### config.mk
export PLATFORM = sky130hd
export DESIGN_NAME = pin_entry_lock_controller_core_flat
export DESIGN_NICKNAME = d
export VERILOG_FILES = /design/src/rtl/pelc_pkg.sv /design/src/rtl/pelc_if.sv /design/src/rtl/pelc_cfg_regs.sv /design/src/rtl/pelc_match.sv /design/src/rtl/pelc_step.sv /design/src/rtl/pin_entry_lock_controller_core.sv /design/src/flat_wrapper.sv
export SDC_FILE = /design/constraint.sdc
export NUM_CORES = 1
export LEC_CHECK = 0
export ABC_AREA = 0
export BUFFER_PORTS_ARGS = -buffer_cell sky130_fd_sc_hd__buf_4
export CORE_MARGIN = 5
export CORE_UTILIZATION = 45
export CTS_BUF_LIST = sky130_fd_sc_hd__clkbuf_4
export CTS_CLUSTER_SIZE = 28
export DETAILED_ROUTE_END_ITERATION = 16
export PLACE_DENSITY = 0.62
export SLEW_MARGIN = 20
export SYNTH_ARGS = -nofsm -noshare
export SYNTH_HDL_FRONTEND = slang
export SYNTH_SLANG_ARGS = --single-unit
### constraint.sdc
create_clock -name clk -period 5.1 [get_ports clk]
set_input_delay 1.02 -clock clk [delete_from_list [all_inputs] [get_ports clk]]
set_output_delay 1.02 -clock clk [all_outputs]
set_load 0.05 [all_outputs]
### src/rtl/pelc_pkg.sv
// pelc_pkg: shared types, codes and sizes for the pin entry lock controller
// no dependencies; every other rtl file refers to it by scoped names
`default_nettype none

package pelc_pkg;

	// entry buffer size and shortest usable pin
	localparam int PIN_DIGITS = 8;
	localparam int MIN_DIGITS = 4;
	// the stored pin register holds eight nibbles
	localparam int STORE_NIBBLES = 8;
	localparam int PIN_CAP = (PIN_DIGITS < STORE_NIBBLES) ? PIN_DIGITS : STORE_NIBBLES;

	localparam int IDX_W = $clog2(PIN_DIGITS);
	localparam int CNT_W = $clog2(PIN_DIGITS + 1);

	// field and register widths
	localparam int FUNC_W     = 3;
	localparam int DIGIT_W    = 4;
	localparam int PIN_W      = 32;
	localparam int LEN_W      = 4;
	localparam int ATT_W      = 4;
	localparam int TICK_W     = 20;
	localparam int OUTCOME_W  = 3;
	localparam int ENTERED_W  = 4;
	localparam int CFG_IDX_W  = 2;
	localparam int CFG_DATA_W = 32;

	localparam logic [LEN_W-1:0]  RST_PIN_LENGTH   = LEN_W'(0);
	localparam logic [ATT_W-1:0]  RST_MAX_ATTEMPTS = ATT_W'(5);
	localparam logic [TICK_W-1:0] RST_LOCKOUT      = TICK_W'(30000);
	localparam logic [ATT_W-1:0]  ATT_MAX          = '1;
	localparam logic [DIGIT_W-1:0] DIGIT_MAX       = DIGIT_W'(9);

	typedef enum logic [FUNC_W-1:0] {
		FUNC_DIGIT     = 3'd0,
		FUNC_BACKSPACE = 3'd1,
		FUNC_OK        = 3'd2,
		FUNC_TICK      = 3'd3,
		FUNC_LOCK      = 3'd4
	} pelc_func_t;

	typedef enum logic [OUTCOME_W-1:0] {
		OUT_IGNORED = 3'd0,
		OUT_ENTRY   = 3'd1,
		OUT_UNLOCK  = 3'd2,
		OUT_WRONG   = 3'd3,
		OUT_LOCKOUT = 3'd4
	} pelc_outcome_t;

	typedef enum logic [CFG_IDX_W-1:0] {
		REG_PIN_DIGITS    = 2'd0,
		REG_PIN_LENGTH    = 2'd1,
		REG_MAX_ATTEMPTS  = 2'd2,
		REG_LOCKOUT_TICKS = 2'd3
	} pelc_reg_t;

	// configuration as seen by the datapath
	typedef struct packed {
		logic [PIN_W-1:0]  pin_digits;
		logic [CNT_W-1:0]  stored_len;
		logic [ATT_W-1:0]  max_attempts;
		logic [TICK_W-1:0] lockout_ticks;
	} pelc_cfg_t;

	// one result word
	typedef struct packed {
		logic                 locked;
		logic [ENTERED_W-1:0] entered_count;
		logic [ATT_W-1:0]     attempts;
		logic                 lockout_active;
		logic [TICK_W-1:0]    remaining_ticks;
		pelc_outcome_t        outcome;
	} pelc_result_t;

endpackage

`default_nettype wire

### src/rtl/pelc_if.sv
// pelc_if: valid/ready channels for key events and status words
// depends on pelc_pkg for field widths
`default_nettype none

interface pelc_evt_if;
	logic                            valid;
	logic                            ready;
	logic [pelc_pkg::FUNC_W-1:0]     func;
	logic [pelc_pkg::DIGIT_W-1:0]    digit;

	modport source (output valid, output func, output digit, input ready);
	modport sink   (input valid, input func, input digit, output ready);
endinterface

interface pelc_status_if;
	logic                             valid;
	logic                             ready;
	logic                             locked;
	logic [pelc_pkg::ENTERED_W-1:0]   entered_count;
	logic [pelc_pkg::ATT_W-1:0]       attempts;
	logic                             lockout_active;
	logic [pelc_pkg::TICK_W-1:0]      remaining_ticks;
	logic [pelc_pkg::OUTCOME_W-1:0]   outcome;

	modport source (output valid, output locked, output entered_count, output attempts,
		output lockout_active, output remaining_ticks, output outcome, input ready);
	modport sink   (input valid, input locked, input entered_count, input attempts,
		input lockout_active, input remaining_ticks, input outcome, output ready);
endinterface

`default_nettype wire

### src/rtl/pelc_cfg_regs.sv
// pelc_cfg_regs: configuration registers and effective pin length
// depends on pelc_pkg
`default_nettype none

module pelc_cfg_regs (
	input  wire logic                            clk,
	input  wire logic                            arst_n,
	input  wire logic                            cfg_we,
	input  wire logic [pelc_pkg::CFG_IDX_W-1:0]  cfg_index,
	input  wire logic [pelc_pkg::CFG_DATA_W-1:0] cfg_data,
	output pelc_pkg::pelc_cfg_t                  cfg
);

	logic [pelc_pkg::PIN_W-1:0]  pin_digits_q;
	logic [pelc_pkg::LEN_W-1:0]  pin_length_q;
	logic [pelc_pkg::ATT_W-1:0]  max_attempts_q;
	logic [pelc_pkg::TICK_W-1:0] lockout_ticks_q;

	always_ff @(posedge clk or negedge arst_n) begin
		if (!arst_n) begin
			pin_digits_q    <= '0;
			pin_length_q    <= pelc_pkg::RST_PIN_LENGTH;
			max_attempts_q  <= pelc_pkg::RST_MAX_ATTEMPTS;
			lockout_ticks_q <= pelc_pkg::RST_LOCKOUT;
		end else if (cfg_we) begin
			unique case (pelc_pkg::pelc_reg_t'(cfg_index))
				pelc_pkg::REG_PIN_DIGITS:    pin_digits_q    <= cfg_data[pelc_pkg::PIN_W-1:0];
				pelc_pkg::REG_PIN_LENGTH:    pin_length_q    <= cfg_data[pelc_pkg::LEN_W-1:0];
				pelc_pkg::REG_MAX_ATTEMPTS:  max_attempts_q  <= cfg_data[pelc_pkg::ATT_W-1:0];
				pelc_pkg::REG_LOCKOUT_TICKS: lockout_ticks_q <= cfg_data[pelc_pkg::TICK_W-1:0];
				default: ;
			endcase
		end
	end

	// short lengths mean no pin, long ones clamp to the entry size
	logic [pelc_pkg::CNT_W-1:0] len_clamped;
	always_comb begin
		if (32'(pin_length_q) < 32'(pelc_pkg::MIN_DIGITS))
			len_clamped = '0;
		else if (32'(pin_length_q) > 32'(pelc_pkg::PIN_CAP))
			len_clamped = pelc_pkg::CNT_W'(pelc_pkg::PIN_CAP);
		else
			len_clamped = pelc_pkg::CNT_W'(pin_length_q);
	end

	assign cfg.pin_digits    = pin_digits_q;
	assign cfg.stored_len    = len_clamped;
	assign cfg.max_attempts  = max_attempts_q;
	assign cfg.lockout_ticks = lockout_ticks_q;

endmodule

`default_nettype wire

### src/rtl/pelc_match.sv
// pelc_match: per-digit compare of the entry against the stored pin
// depends on pelc_pkg
`default_nettype none

module pelc_match (
	input  wire logic [pelc_pkg::DIGIT_W-1:0] view [pelc_pkg::PIN_DIGITS],
	input  wire logic [pelc_pkg::PIN_W-1:0]   pin_digits,
	input  wire logic [pelc_pkg::CNT_W-1:0]   stored_len,
	output logic                              match
);

	logic [pelc_pkg::PIN_DIGITS-1:0] lane_ok;

	for (genvar i = 0; i < pelc_pkg::PIN_DIGITS; i++) begin : g_lane
		localparam int NIB = i % pelc_pkg::STORE_NIBBLES;
		// lanes past the pin length do not take part
		assign lane_ok[i] = (pelc_pkg::CNT_W'(i) >= stored_len)
			|| (view[i] == pin_digits[4*NIB +: 4]);
	end

	assign match = (stored_len != '0) && (&lane_ok);

endmodule

`default_nettype wire

### src/rtl/pelc_step.sv
// pelc_step: lock state, entry buffer and per-event next-state logic
// depends on pelc_pkg and pelc_match
`default_nettype none

module pelc_step (
	input  wire logic                          clk,
	input  wire logic                          arst_n,
	input  wire logic                          accept,
	input  wire logic [pelc_pkg::FUNC_W-1:0]   func,
	input  wire logic [pelc_pkg::DIGIT_W-1:0]  digit,
	input  wire pelc_pkg::pelc_cfg_t           cfg,
	output pelc_pkg::pelc_result_t             result
);

	logic [pelc_pkg::DIGIT_W-1:0] entry_q [pelc_pkg::PIN_DIGITS];
	logic [pelc_pkg::CNT_W-1:0]   count_q, count_n;
	logic                         lock_q, lock_n;
	logic [pelc_pkg::ATT_W-1:0]   wrong_q, wrong_n, wrong_inc;
	logic [pelc_pkg::TICK_W-1:0]  lockout_q, lockout_n;

	logic                         keys_open, append, do_check, match;
	pelc_pkg::pelc_outcome_t      outcome;
	logic [pelc_pkg::DIGIT_W-1:0] view [pelc_pkg::PIN_DIGITS];

	// entry as it stands after a digit is appended
	for (genvar i = 0; i < pelc_pkg::PIN_DIGITS; i++) begin : g_view
		assign view[i] = (append && count_q[pelc_pkg::IDX_W-1:0] == pelc_pkg::IDX_W'(i))
			? digit : entry_q[i];
	end

	pelc_match u_match (
		.view       (view),
		.pin_digits (cfg.pin_digits),
		.stored_len (cfg.stored_len),
		.match      (match)
	);

	assign keys_open = lock_q && (lockout_q == '0);
	assign wrong_inc = (wrong_q != pelc_pkg::ATT_MAX) ? wrong_q + 1'b1 : wrong_q;

	always_comb begin
		count_n   = count_q;
		lock_n    = lock_q;
		wrong_n   = wrong_q;
		lockout_n = lockout_q;
		outcome   = pelc_pkg::OUT_IGNORED;
		append    = 1'b0;
		do_check  = 1'b0;

		unique case (pelc_pkg::pelc_func_t'(func))
			pelc_pkg::FUNC_DIGIT: begin
				if (keys_open && digit <= pelc_pkg::DIGIT_MAX
						&& 32'(count_q) < 32'(pelc_pkg::PIN_DIGITS)) begin
					append  = 1'b1;
					count_n = count_q + 1'b1;
					outcome = pelc_pkg::OUT_ENTRY;
					do_check = (count_n == cfg.stored_len);
				end
			end
			pelc_pkg::FUNC_BACKSPACE: begin
				if (keys_open && count_q != '0) begin
					count_n = count_q - 1'b1;
					outcome = pelc_pkg::OUT_ENTRY;
				end
			end
			pelc_pkg::FUNC_OK: begin
				do_check = keys_open && 32'(count_q) >= 32'(pelc_pkg::MIN_DIGITS);
			end
			pelc_pkg::FUNC_TICK: begin
				if (lockout_q != '0) begin
					lockout_n = lockout_q - 1'b1;
					if (lockout_n == '0)
						wrong_n = '0;
				end
			end
			pelc_pkg::FUNC_LOCK: begin
				if (cfg.stored_len != '0) begin
					lock_n  = 1'b1;
					count_n = '0;
					outcome = pelc_pkg::OUT_ENTRY;
				end
			end
			default: ;
		endcase

		if (do_check) begin
			if (match && count_n == cfg.stored_len) begin
				lock_n  = 1'b0;
				wrong_n = '0;
				outcome = pelc_pkg::OUT_UNLOCK;
			end else if (wrong_inc >= cfg.max_attempts) begin
				lockout_n = cfg.lockout_ticks;
				wrong_n   = (cfg.lockout_ticks == '0) ? '0 : wrong_inc;
				outcome   = pelc_pkg::OUT_LOCKOUT;
			end else begin
				wrong_n = wrong_inc;
				outcome = pelc_pkg::OUT_WRONG;
			end
			count_n = '0;
		end
	end

	always_ff @(posedge clk or negedge arst_n) begin
		if (!arst_n) begin
			count_q   <= '0;
			lock_q    <= 1'b0;
			wrong_q   <= '0;
			lockout_q <= '0;
		end else if (accept) begin
			count_q   <= count_n;
			lock_q    <= lock_n;
			wrong_q   <= wrong_n;
			lockout_q <= lockout_n;
		end
	end

	always_ff @(posedge clk) begin
		if (accept && append)
			entry_q[count_q[pelc_pkg::IDX_W-1:0]] <= digit;
	end

	assign result.locked          = lock_n;
	assign result.entered_count   = pelc_pkg::ENTERED_W'(count_n);
	assign result.attempts        = wrong_n;
	assign result.lockout_active  = (lockout_n != '0);
	assign result.remaining_ticks = lockout_n;
	assign result.outcome         = outcome;

endmodule

`default_nettype wire

### src/rtl/pin_entry_lock_controller_core.sv
// pin_entry_lock_controller_core: top level of the keypad pin lock
// depends on pelc_pkg, pelc_if, pelc_cfg_regs, pelc_step (which uses pelc_match)
`default_nettype none

// Keypad pin lock with wrong-entry lockout. Each word on key_evt is one
// event (digit, backspace, ok, millisecond tick, lock request) and gives
// exactly one status word on status, in order. At the edge that accepts it,
// the lock state is updated and its status word is loaded into the output
// register. key_evt.ready stays high while the output register is empty or
// being drained, so with status always ready the block takes one event every
// cycle. The pin compare is a row of eight nibble comparators fed from the
// entry buffer, with the incoming digit muxed in at the current count, which
// sets the longest path. Configuration must be written through
// cfg_we/cfg_index/cfg_data while no event is in flight, which the block
// does not check; writes never touch the entry, the lock or the counters.
module pin_entry_lock_controller_core (
	input  wire logic                            clk,
	input  wire logic                            arst_n,
	input  wire logic                            cfg_we,
	input  wire logic [pelc_pkg::CFG_IDX_W-1:0]  cfg_index,
	input  wire logic [pelc_pkg::CFG_DATA_W-1:0] cfg_data,
	pelc_evt_if.sink                             key_evt,
	pelc_status_if.source                        status
);

	pelc_pkg::pelc_cfg_t    cfg;
	pelc_pkg::pelc_result_t result;
	pelc_pkg::pelc_result_t res_q;
	logic                   out_valid_q;
	logic                   accept;

	// register file plus clamped pin length
	pelc_cfg_regs u_cfg (
		.clk       (clk),
		.arst_n    (arst_n),
		.cfg_we    (cfg_we),
		.cfg_index (cfg_index),
		.cfg_data  (cfg_data),
		.cfg       (cfg)
	);

	// take a new word whenever the output slot is free or emptying now
	assign key_evt.ready = !out_valid_q || status.ready;
	assign accept        = key_evt.valid && key_evt.ready;

	// event decode, pin check and state registers
	pelc_step u_step (
		.clk    (clk),
		.arst_n (arst_n),
		.accept (accept),
		.func   (key_evt.func),
		.digit  (key_evt.digit),
		.cfg    (cfg),
		.result (result)
	);

	// output register: holds the status word until the sink takes it
	always_ff @(posedge clk or negedge arst_n) begin
		if (!arst_n) begin
			out_valid_q <= 1'b0;
		end else if (accept) begin
			out_valid_q <= 1'b1;
		end else if (status.ready) begin
			out_valid_q <= 1'b0;
		end
	end

	// payload only, no reset needed
	always_ff @(posedge clk) begin
		if (accept)
			res_q <= result;
	end

	assign status.valid           = out_valid_q;
	assign status.locked          = res_q.locked;
	assign status.entered_count   = res_q.entered_count;
	assign status.attempts        = res_q.attempts;
	assign status.lockout_active  = res_q.lockout_active;
	assign status.remaining_ticks = res_q.remaining_ticks;
	assign status.outcome         = res_q.outcome;

endmodule

`default_nettype wire

### src/flat_wrapper.sv
// flat-port wrapper written by rule: the top's interface ports become plain ports
module pin_entry_lock_controller_core_flat 
  (clk, arst_n, cfg_we, cfg_index, cfg_data, key_evt_valid, key_evt_func, key_evt_digit, key_evt_ready, status_valid, status_locked, status_entered_count, status_attempts, status_lockout_active, status_remaining_ticks, status_outcome, status_ready);
  pelc_evt_if key_evt_i ();
  pelc_status_if status_i ();
  input  wire logic clk;
  input  wire logic arst_n;
  input  wire logic cfg_we;
  input  wire logic [pelc_pkg::CFG_IDX_W-1:0] cfg_index;
  input  wire logic [pelc_pkg::CFG_DATA_W-1:0] cfg_data;
  input wire logic [$bits(key_evt_i.valid)-1:0] key_evt_valid;
  input wire logic [$bits(key_evt_i.func)-1:0] key_evt_func;
  input wire logic [$bits(key_evt_i.digit)-1:0] key_evt_digit;
  output wire logic [$bits(key_evt_i.ready)-1:0] key_evt_ready;
  output wire logic [$bits(status_i.valid)-1:0] status_valid;
  output wire logic [$bits(status_i.locked)-1:0] status_locked;
  output wire logic [$bits(status_i.entered_count)-1:0] status_entered_count;
  output wire logic [$bits(status_i.attempts)-1:0] status_attempts;
  output wire logic [$bits(status_i.lockout_active)-1:0] status_lockout_active;
  output wire logic [$bits(status_i.remaining_ticks)-1:0] status_remaining_ticks;
  output wire logic [$bits(status_i.outcome)-1:0] status_outcome;
  input wire logic [$bits(status_i.ready)-1:0] status_ready;
  assign key_evt_i.valid = key_evt_valid;
  assign key_evt_i.func = key_evt_func;
  assign key_evt_i.digit = key_evt_digit;
  assign key_evt_ready = key_evt_i.ready;
  assign status_valid = status_i.valid;
  assign status_locked = status_i.locked;
  assign status_entered_count = status_i.entered_count;
  assign status_attempts = status_i.attempts;
  assign status_lockout_active = status_i.lockout_active;
  assign status_remaining_ticks = status_i.remaining_ticks;
  assign status_outcome = status_i.outcome;
  assign status_i.ready = status_ready;
  pin_entry_lock_controller_core u_core (.clk(clk), .arst_n(arst_n), .cfg_we(cfg_we), .cfg_index(cfg_index), .cfg_data(cfg_data), .key_evt(key_evt_i), .status(status_i));
endmodule
[Word level (Yosys, flattened, before mapping)]
Memories as Yosys holds them, arrays and structs flattened.
Index checks and enable logic that the tools add are counted.
Storage, ports and cells
  register bits after elaboration: 123
  logic and storage cells: 149
  memories kept: 1
  output and inout port bits: 35
  memory bits (writable): 32
  bits of input ports: 46
Cells by class
  muxes and demuxes: 47
  add/sub/neg operators: 4
  $lt $le $gt $ge: 14
  reduce and logical (&&, ||, !) cells: 43
  eq/ne operators: 25
Memory list
  u_core.u_step.entry_q: depth 8, width 4, rd ports 8, clocked after memory_dff 0, write ports 1, line pelc_step.sv:15  | logic [pelc_pkg::DIGIT_W-1:0] entry_q [pelc_pkg::PIN_DIGITS];
Operators with widths (count)
  20-bit 2-to-1 mux: 5
  4-bit 2-to-1 mux: 22
  20-bit zero test: 3
  4-bit equality test: 10
  20-bit nonzero test: 2
  20-bit by 1-bit subtractor with 20-bit output, second input constant: 1
  1-bit logical AND: 17
  3-bit by 4-bit >= comparator with 1-bit output, first input constant: 4
  3-bit equality test, second input constant: 5
  1-bit 2-to-1 mux: 14
  3-bit by 2-bit equality test with 1-bit output, second input constant: 4
  4-bit case mux with 3 select lines: 1
  1-bit logical OR: 9
  3-bit 2-to-1 mux: 3
  4-bit by 1-bit adder with 4-bit output, second input constant: 2
  1-bit by 4-bit >= comparator with 1-bit output, first input constant: 2
  2-bit by 4-bit >= comparator with 1-bit output, first input constant: 2
  2-bit AND reduction: 4
  8-bit AND reduction: 1
  4-bit nonzero test: 2
  3-bit by 1-bit equality test with 1-bit output, second input constant: 2
  3-bit zero test: 2
  2-bit equality test, second input constant: 2
  4-bit by 3-bit >= comparator with 1-bit output, second input constant: 1
  13 further kinds: 13

[Depth between registers and ports, before layout]
  word-level depth: 16
  gate-level depth with buffers: 16
  depth with buffers taken out: 13

[Hierarchy]
Synthesis repeated with hierarchy kept, for this count alone.
Second synthesis, totals
  cells, all modules: 712
  area, all modules: 8394.3 µm²
By module, submodules not included
  pelc_step: cells each 489, instances 1, sequential area each 1686.6 µm², area each 4630.7 µm²
  pelc_cfg_regs: cells each 133, instances 1, sequential area each 1512.7 µm², area each 2293.4 µm²
  pin_entry_lock_controller_core: cells each 37, instances 1, sequential area each 1016.0 µm², area each 1044.8 µm²
  pelc_match: cells each 53, instances 1, sequential area each 0.0 µm², area each 425.4 µm²

[Worst setup path after synthesis]
OpenSTA, ideal clock, no wires.
  kind: in2reg
  from: input port key_evt_digit[1]
  to: register u_core.res_q (netlist bit u_core.status.lockout_active), data pin
  data required time: 4.841 ns
  slack: 0.897 ns
  library setup time: 0.259 ns
  buffers on the path: 1
  arrival time: 3.944 ns
  stages: 11
  path through: clkbuf_1 -> o21ai_0 -> nand4_1 -> or4_4 -> a21boi_1 -> a311oi_2 -> nand2_1 -> o311ai_4 -> o211ai_1 -> a2111o_1 -> a211o_1
RTL lines
  start, declared: line flat_wrapper.sv:13  | input wire logic [$bits(key_evt_i.digit)-1:0] key_evt_digit;
  end signal, assigned: line pin_entry_lock_controller_core.sv:71  | res_q <= result;
  end, declared: line pin_entry_lock_controller_core.sv:28  | pelc_pkg::pelc_result_t res_q;

==> impl_results.md <==
- Vias/cell: 5.75
- Flop pwr share: 0.515
- Sw Ratio: 0.365
- Iteration-0 DRC Markers: 790
- Die footprint: 0.0225 mm²
- Met3 GRT Util: 0.0424
- Final count of negative-setup-slack endpoints: 0
- Routed WL per cell: 19.8 µm
- Main flop type after synthesis: dfrtp_1
- Largest net degree at the start of global routing: 60
- Final setup TNS: 0 ns
- Crit share post-route: 0.898
- Final Cell Area: 0.00999 mm²
- Synth area leaders: dfrtp_1, edfxtp_1, mux2_2, xnor2_1, nand2_1
- Htree depth: 4
- Worst setup SP type: register
- Io pins: slightly above 80
- Int Power: 2.08 mW
- GRT met2 Usage: 0.328
- First-pass GRT wire length: about 37 mm
- DP Cell Count: 1163
- Final slew viol count: 0
- Met1 track demand over resource: 0.318
- Leak: 3.88 nW
- Total chip power: around 3.3 mW
- Total clock sinks: about 160
- GPL Wtd Cong: 0.935
- Layout net count: 979
- Worst slack at placement: 0.354 ns
- Max stage delay on crit path: 0.74 ns
- DRC violations left: 0
- Worst Tran Pin Value: 1.04 ns
- Worst Setup SP: u_core.u_step.lockout_q[3]
- Worst EP arrival: 5.04 ns
- RR Endpoint: u_core.u_step.lockout_q[17]
- Most instantiated cells after synthesis: nand2_1, dfrtp_1, edfxtp_1
- Hold_ws: 0.482 ns
- Core footprint: 0.0194 mm²
- CTS root buf: clkbuf_4
- Async set-reset flop share out of synthesis: 0.581
- Crit end category: register
- Hold buffers post-CTS: 0
- Syn. warnings: 0
- Post-CTS setup buffer count: 0
- RSZ-0062 raised after global routing: no
- Dpl cell area: between 0.009 and 0.01 mm²
- Slew HR: 0.307
- Most frequent cell after synthesis: nand2_1
- PnR worst setup slack: 0.518 ns
- Layout Area Growth over Synthesis: 13.1%
- Std cell rows: a little over 50
- Top cell type's share of synthesized area: 0.229
- Drt pass-1 iters: 5
- Clk network pwr share: 0.215
- Slowest CP cell: or4_1
- Combinational share of power: 0.270
- Yosys reg bits: between 150 and 200
- Post-synth EDFFs: 65
- Final Hold Vio Count: 0
- PortBufs: 80
- WS Path Type: reg -> reg
- PD cells: around 330 mW/mm²
- Post-cts repair resize count: 0
- CTS tree: done
- RR Startpoint: u_core.u_step.lockout_q[3]
- CP max FO: 16
- GRT Max-Usage Layer: met2
- Final HPWL DP: about 18 mm
- Max cap viols: 0
- Synthesized instance count: between 800 and 900
- Sw power: between 1 and 1.5 mW
- Clock transition at path regs: 0.16 ns
- Total Wirelength: between 20 and 25 mm
- R2R Setup Slk: 0.52 ns
- Clock Skews: 0.0316 ns
- ANT nets after route: 0
- CP endpoint: u_core.u_step.lockout_q[17]
- Status: completed
- Max VDD drop: 189 µV
- Vias in the first global route: 6436
- Synth area leader: dfrtp_1
- Starting Density: 0.455
- Fmax: 218 MHz
- Vias: 6877
- Layout cells sized above 1: 0.239
- Reg2Reg Depth: 10
- Gr usage total: 0.215
- Chip height: between 150 and 200 µm
- CP required: 5.56 ns
- Synth Net Count: 906
- Util after Layout: 0.515
- Non-filler cells, final: approximately 1.2k
- Initial antenna violation count: 1
- Die X: 150 µm
- Seq/Total Area, Yosys: 0.477
- Post-synthesis cell area: 0.00883 mm²
- Remaining global-route overflow: 0
- Minimum clock period: 4.58 ns
- Clock tree buffer depth: 2
- CTS buffer count: 17
- Critical-path cell list: or4_1, or3_4, or4_1, mux2i_1, o2bb2ai_1, nand4_1, and4b_1, a211oi_4, mux2_4, mux2_4
- Mean post-synth cell area: ~10 µm²
- Later-pin clock latency in the skew report: 0.58 ns
- Min-Delay Path Class: in -> async
- Netlist cell types: 79
[metal layers]
layer	share of wire	routed length [µm]	vias to the layer above
li1	-	-	3262
met1	0.47	11200	3313
met2	0.45	10600	267
met3	0.065	1540	35
met4	0.015	368	0
met5	0	0	-
[state kept, by name (all words and copies together) (netlist names)]
signal	cells
u_core.u_cfg.pin_digits_q	32
u_core.u_step.entry_q	32
u_core.status.remaining_ticks	20
u_core.u_cfg.lockout_ticks_q	20
u_core.u_step.lockout_q	20
u_core.status.attempts	4
u_core.status.entered_count	4
u_core.u_cfg.max_attempts_q	4
u_core.u_cfg.pin_length_q	4
u_core.u_step.count_q	4
u_core.u_step.wrong_q	4
u_core.status.outcome	3
u_core.status.locked	1
u_core.status.lockout_active	1
u_core.status.valid	1
u_core.u_step.lock_q	1
[placed cells by master, fill, tap and decap left out, types with 20 or more instances in the layout]
cell / instances
xnor2_1: 44
mux2_2: 59
o21ai_0: 42
dfrtp_1: 81
a21oi_1: 21
nand2_1: 82
nor3_1: 21
inv_1: 34
clkbuf_4: 20
nor2_1: 56
edfxtp_1: 65
buf_4: 100
[power by group through the flow]
stage	Combinational, mW	Clock [mW]	Sequential (mW)
global placement	0.879	0	1.71
global route	0.965	0.793	1.71
detailed placement	0.880	0	1.71
floorplan	0.578	0	1.70
finish	0.887	0.705	1.69
CTS	0.885	0.730	1.69
[critical path, delay by kind of cell (launching register included)]
| family | cells | cell delay, ns |
|---|---|---|
| flops | 1 | 0.54 |
| compound gates | 2 | 0.83 |
| mux | 3 | 0.77 |
| simple gates | 5 | 2.29 |
[layout make-up]
cell class,instances,area [µm²]
tap,265,332
antenna,2,5.00
clock buffer,20,150
sequential,155,4220
multi-input combinational,607,4300
timing repair buffer,100,751
clock inverter,12,104
inverter,36,136
fill,1822,9400
[worst min path at each step]
stage	start	endpoint	slack [ns]	cells past startpoint
CTS	arst_n	u_core.u_cfg.lockout_ticks_q[16]	0.49	1
global placement	u_core.u_cfg.max_attempts_q[1]	u_core.u_cfg.max_attempts_q[1]	0.49	1
finish	arst_n	u_core.u_cfg.pin_digits_q[19]	0.48	1
detailed placement	u_core.u_cfg.max_attempts_q[1]	u_core.u_cfg.max_attempts_q[1]	0.49	1
global route	arst_n	u_core.u_cfg.pin_digits_q[19]	0.49	1
floorplan	u_core.u_cfg.max_attempts_q[1]	u_core.u_cfg.max_attempts_q[1]	0.48	1
[cells by family (layout without fill, tap and decap cells)]
family                   Yosys count  in the layout  synth area share
XOR/XNOR                          60             60            0.0595
flip-flops                       155            155             0.477
AND/OR/NAND/NOR                  280            280             0.165
multiplexers                      80             80             0.101
buffers and inverters             82            168            0.0371
adder cells (fa/ha/maj)           16             16            0.0227
AO/OA/AOI/OAI                    171            171             0.138
other                              0              2                 0
Note: power is estimated with default switching activity, not from simulation.
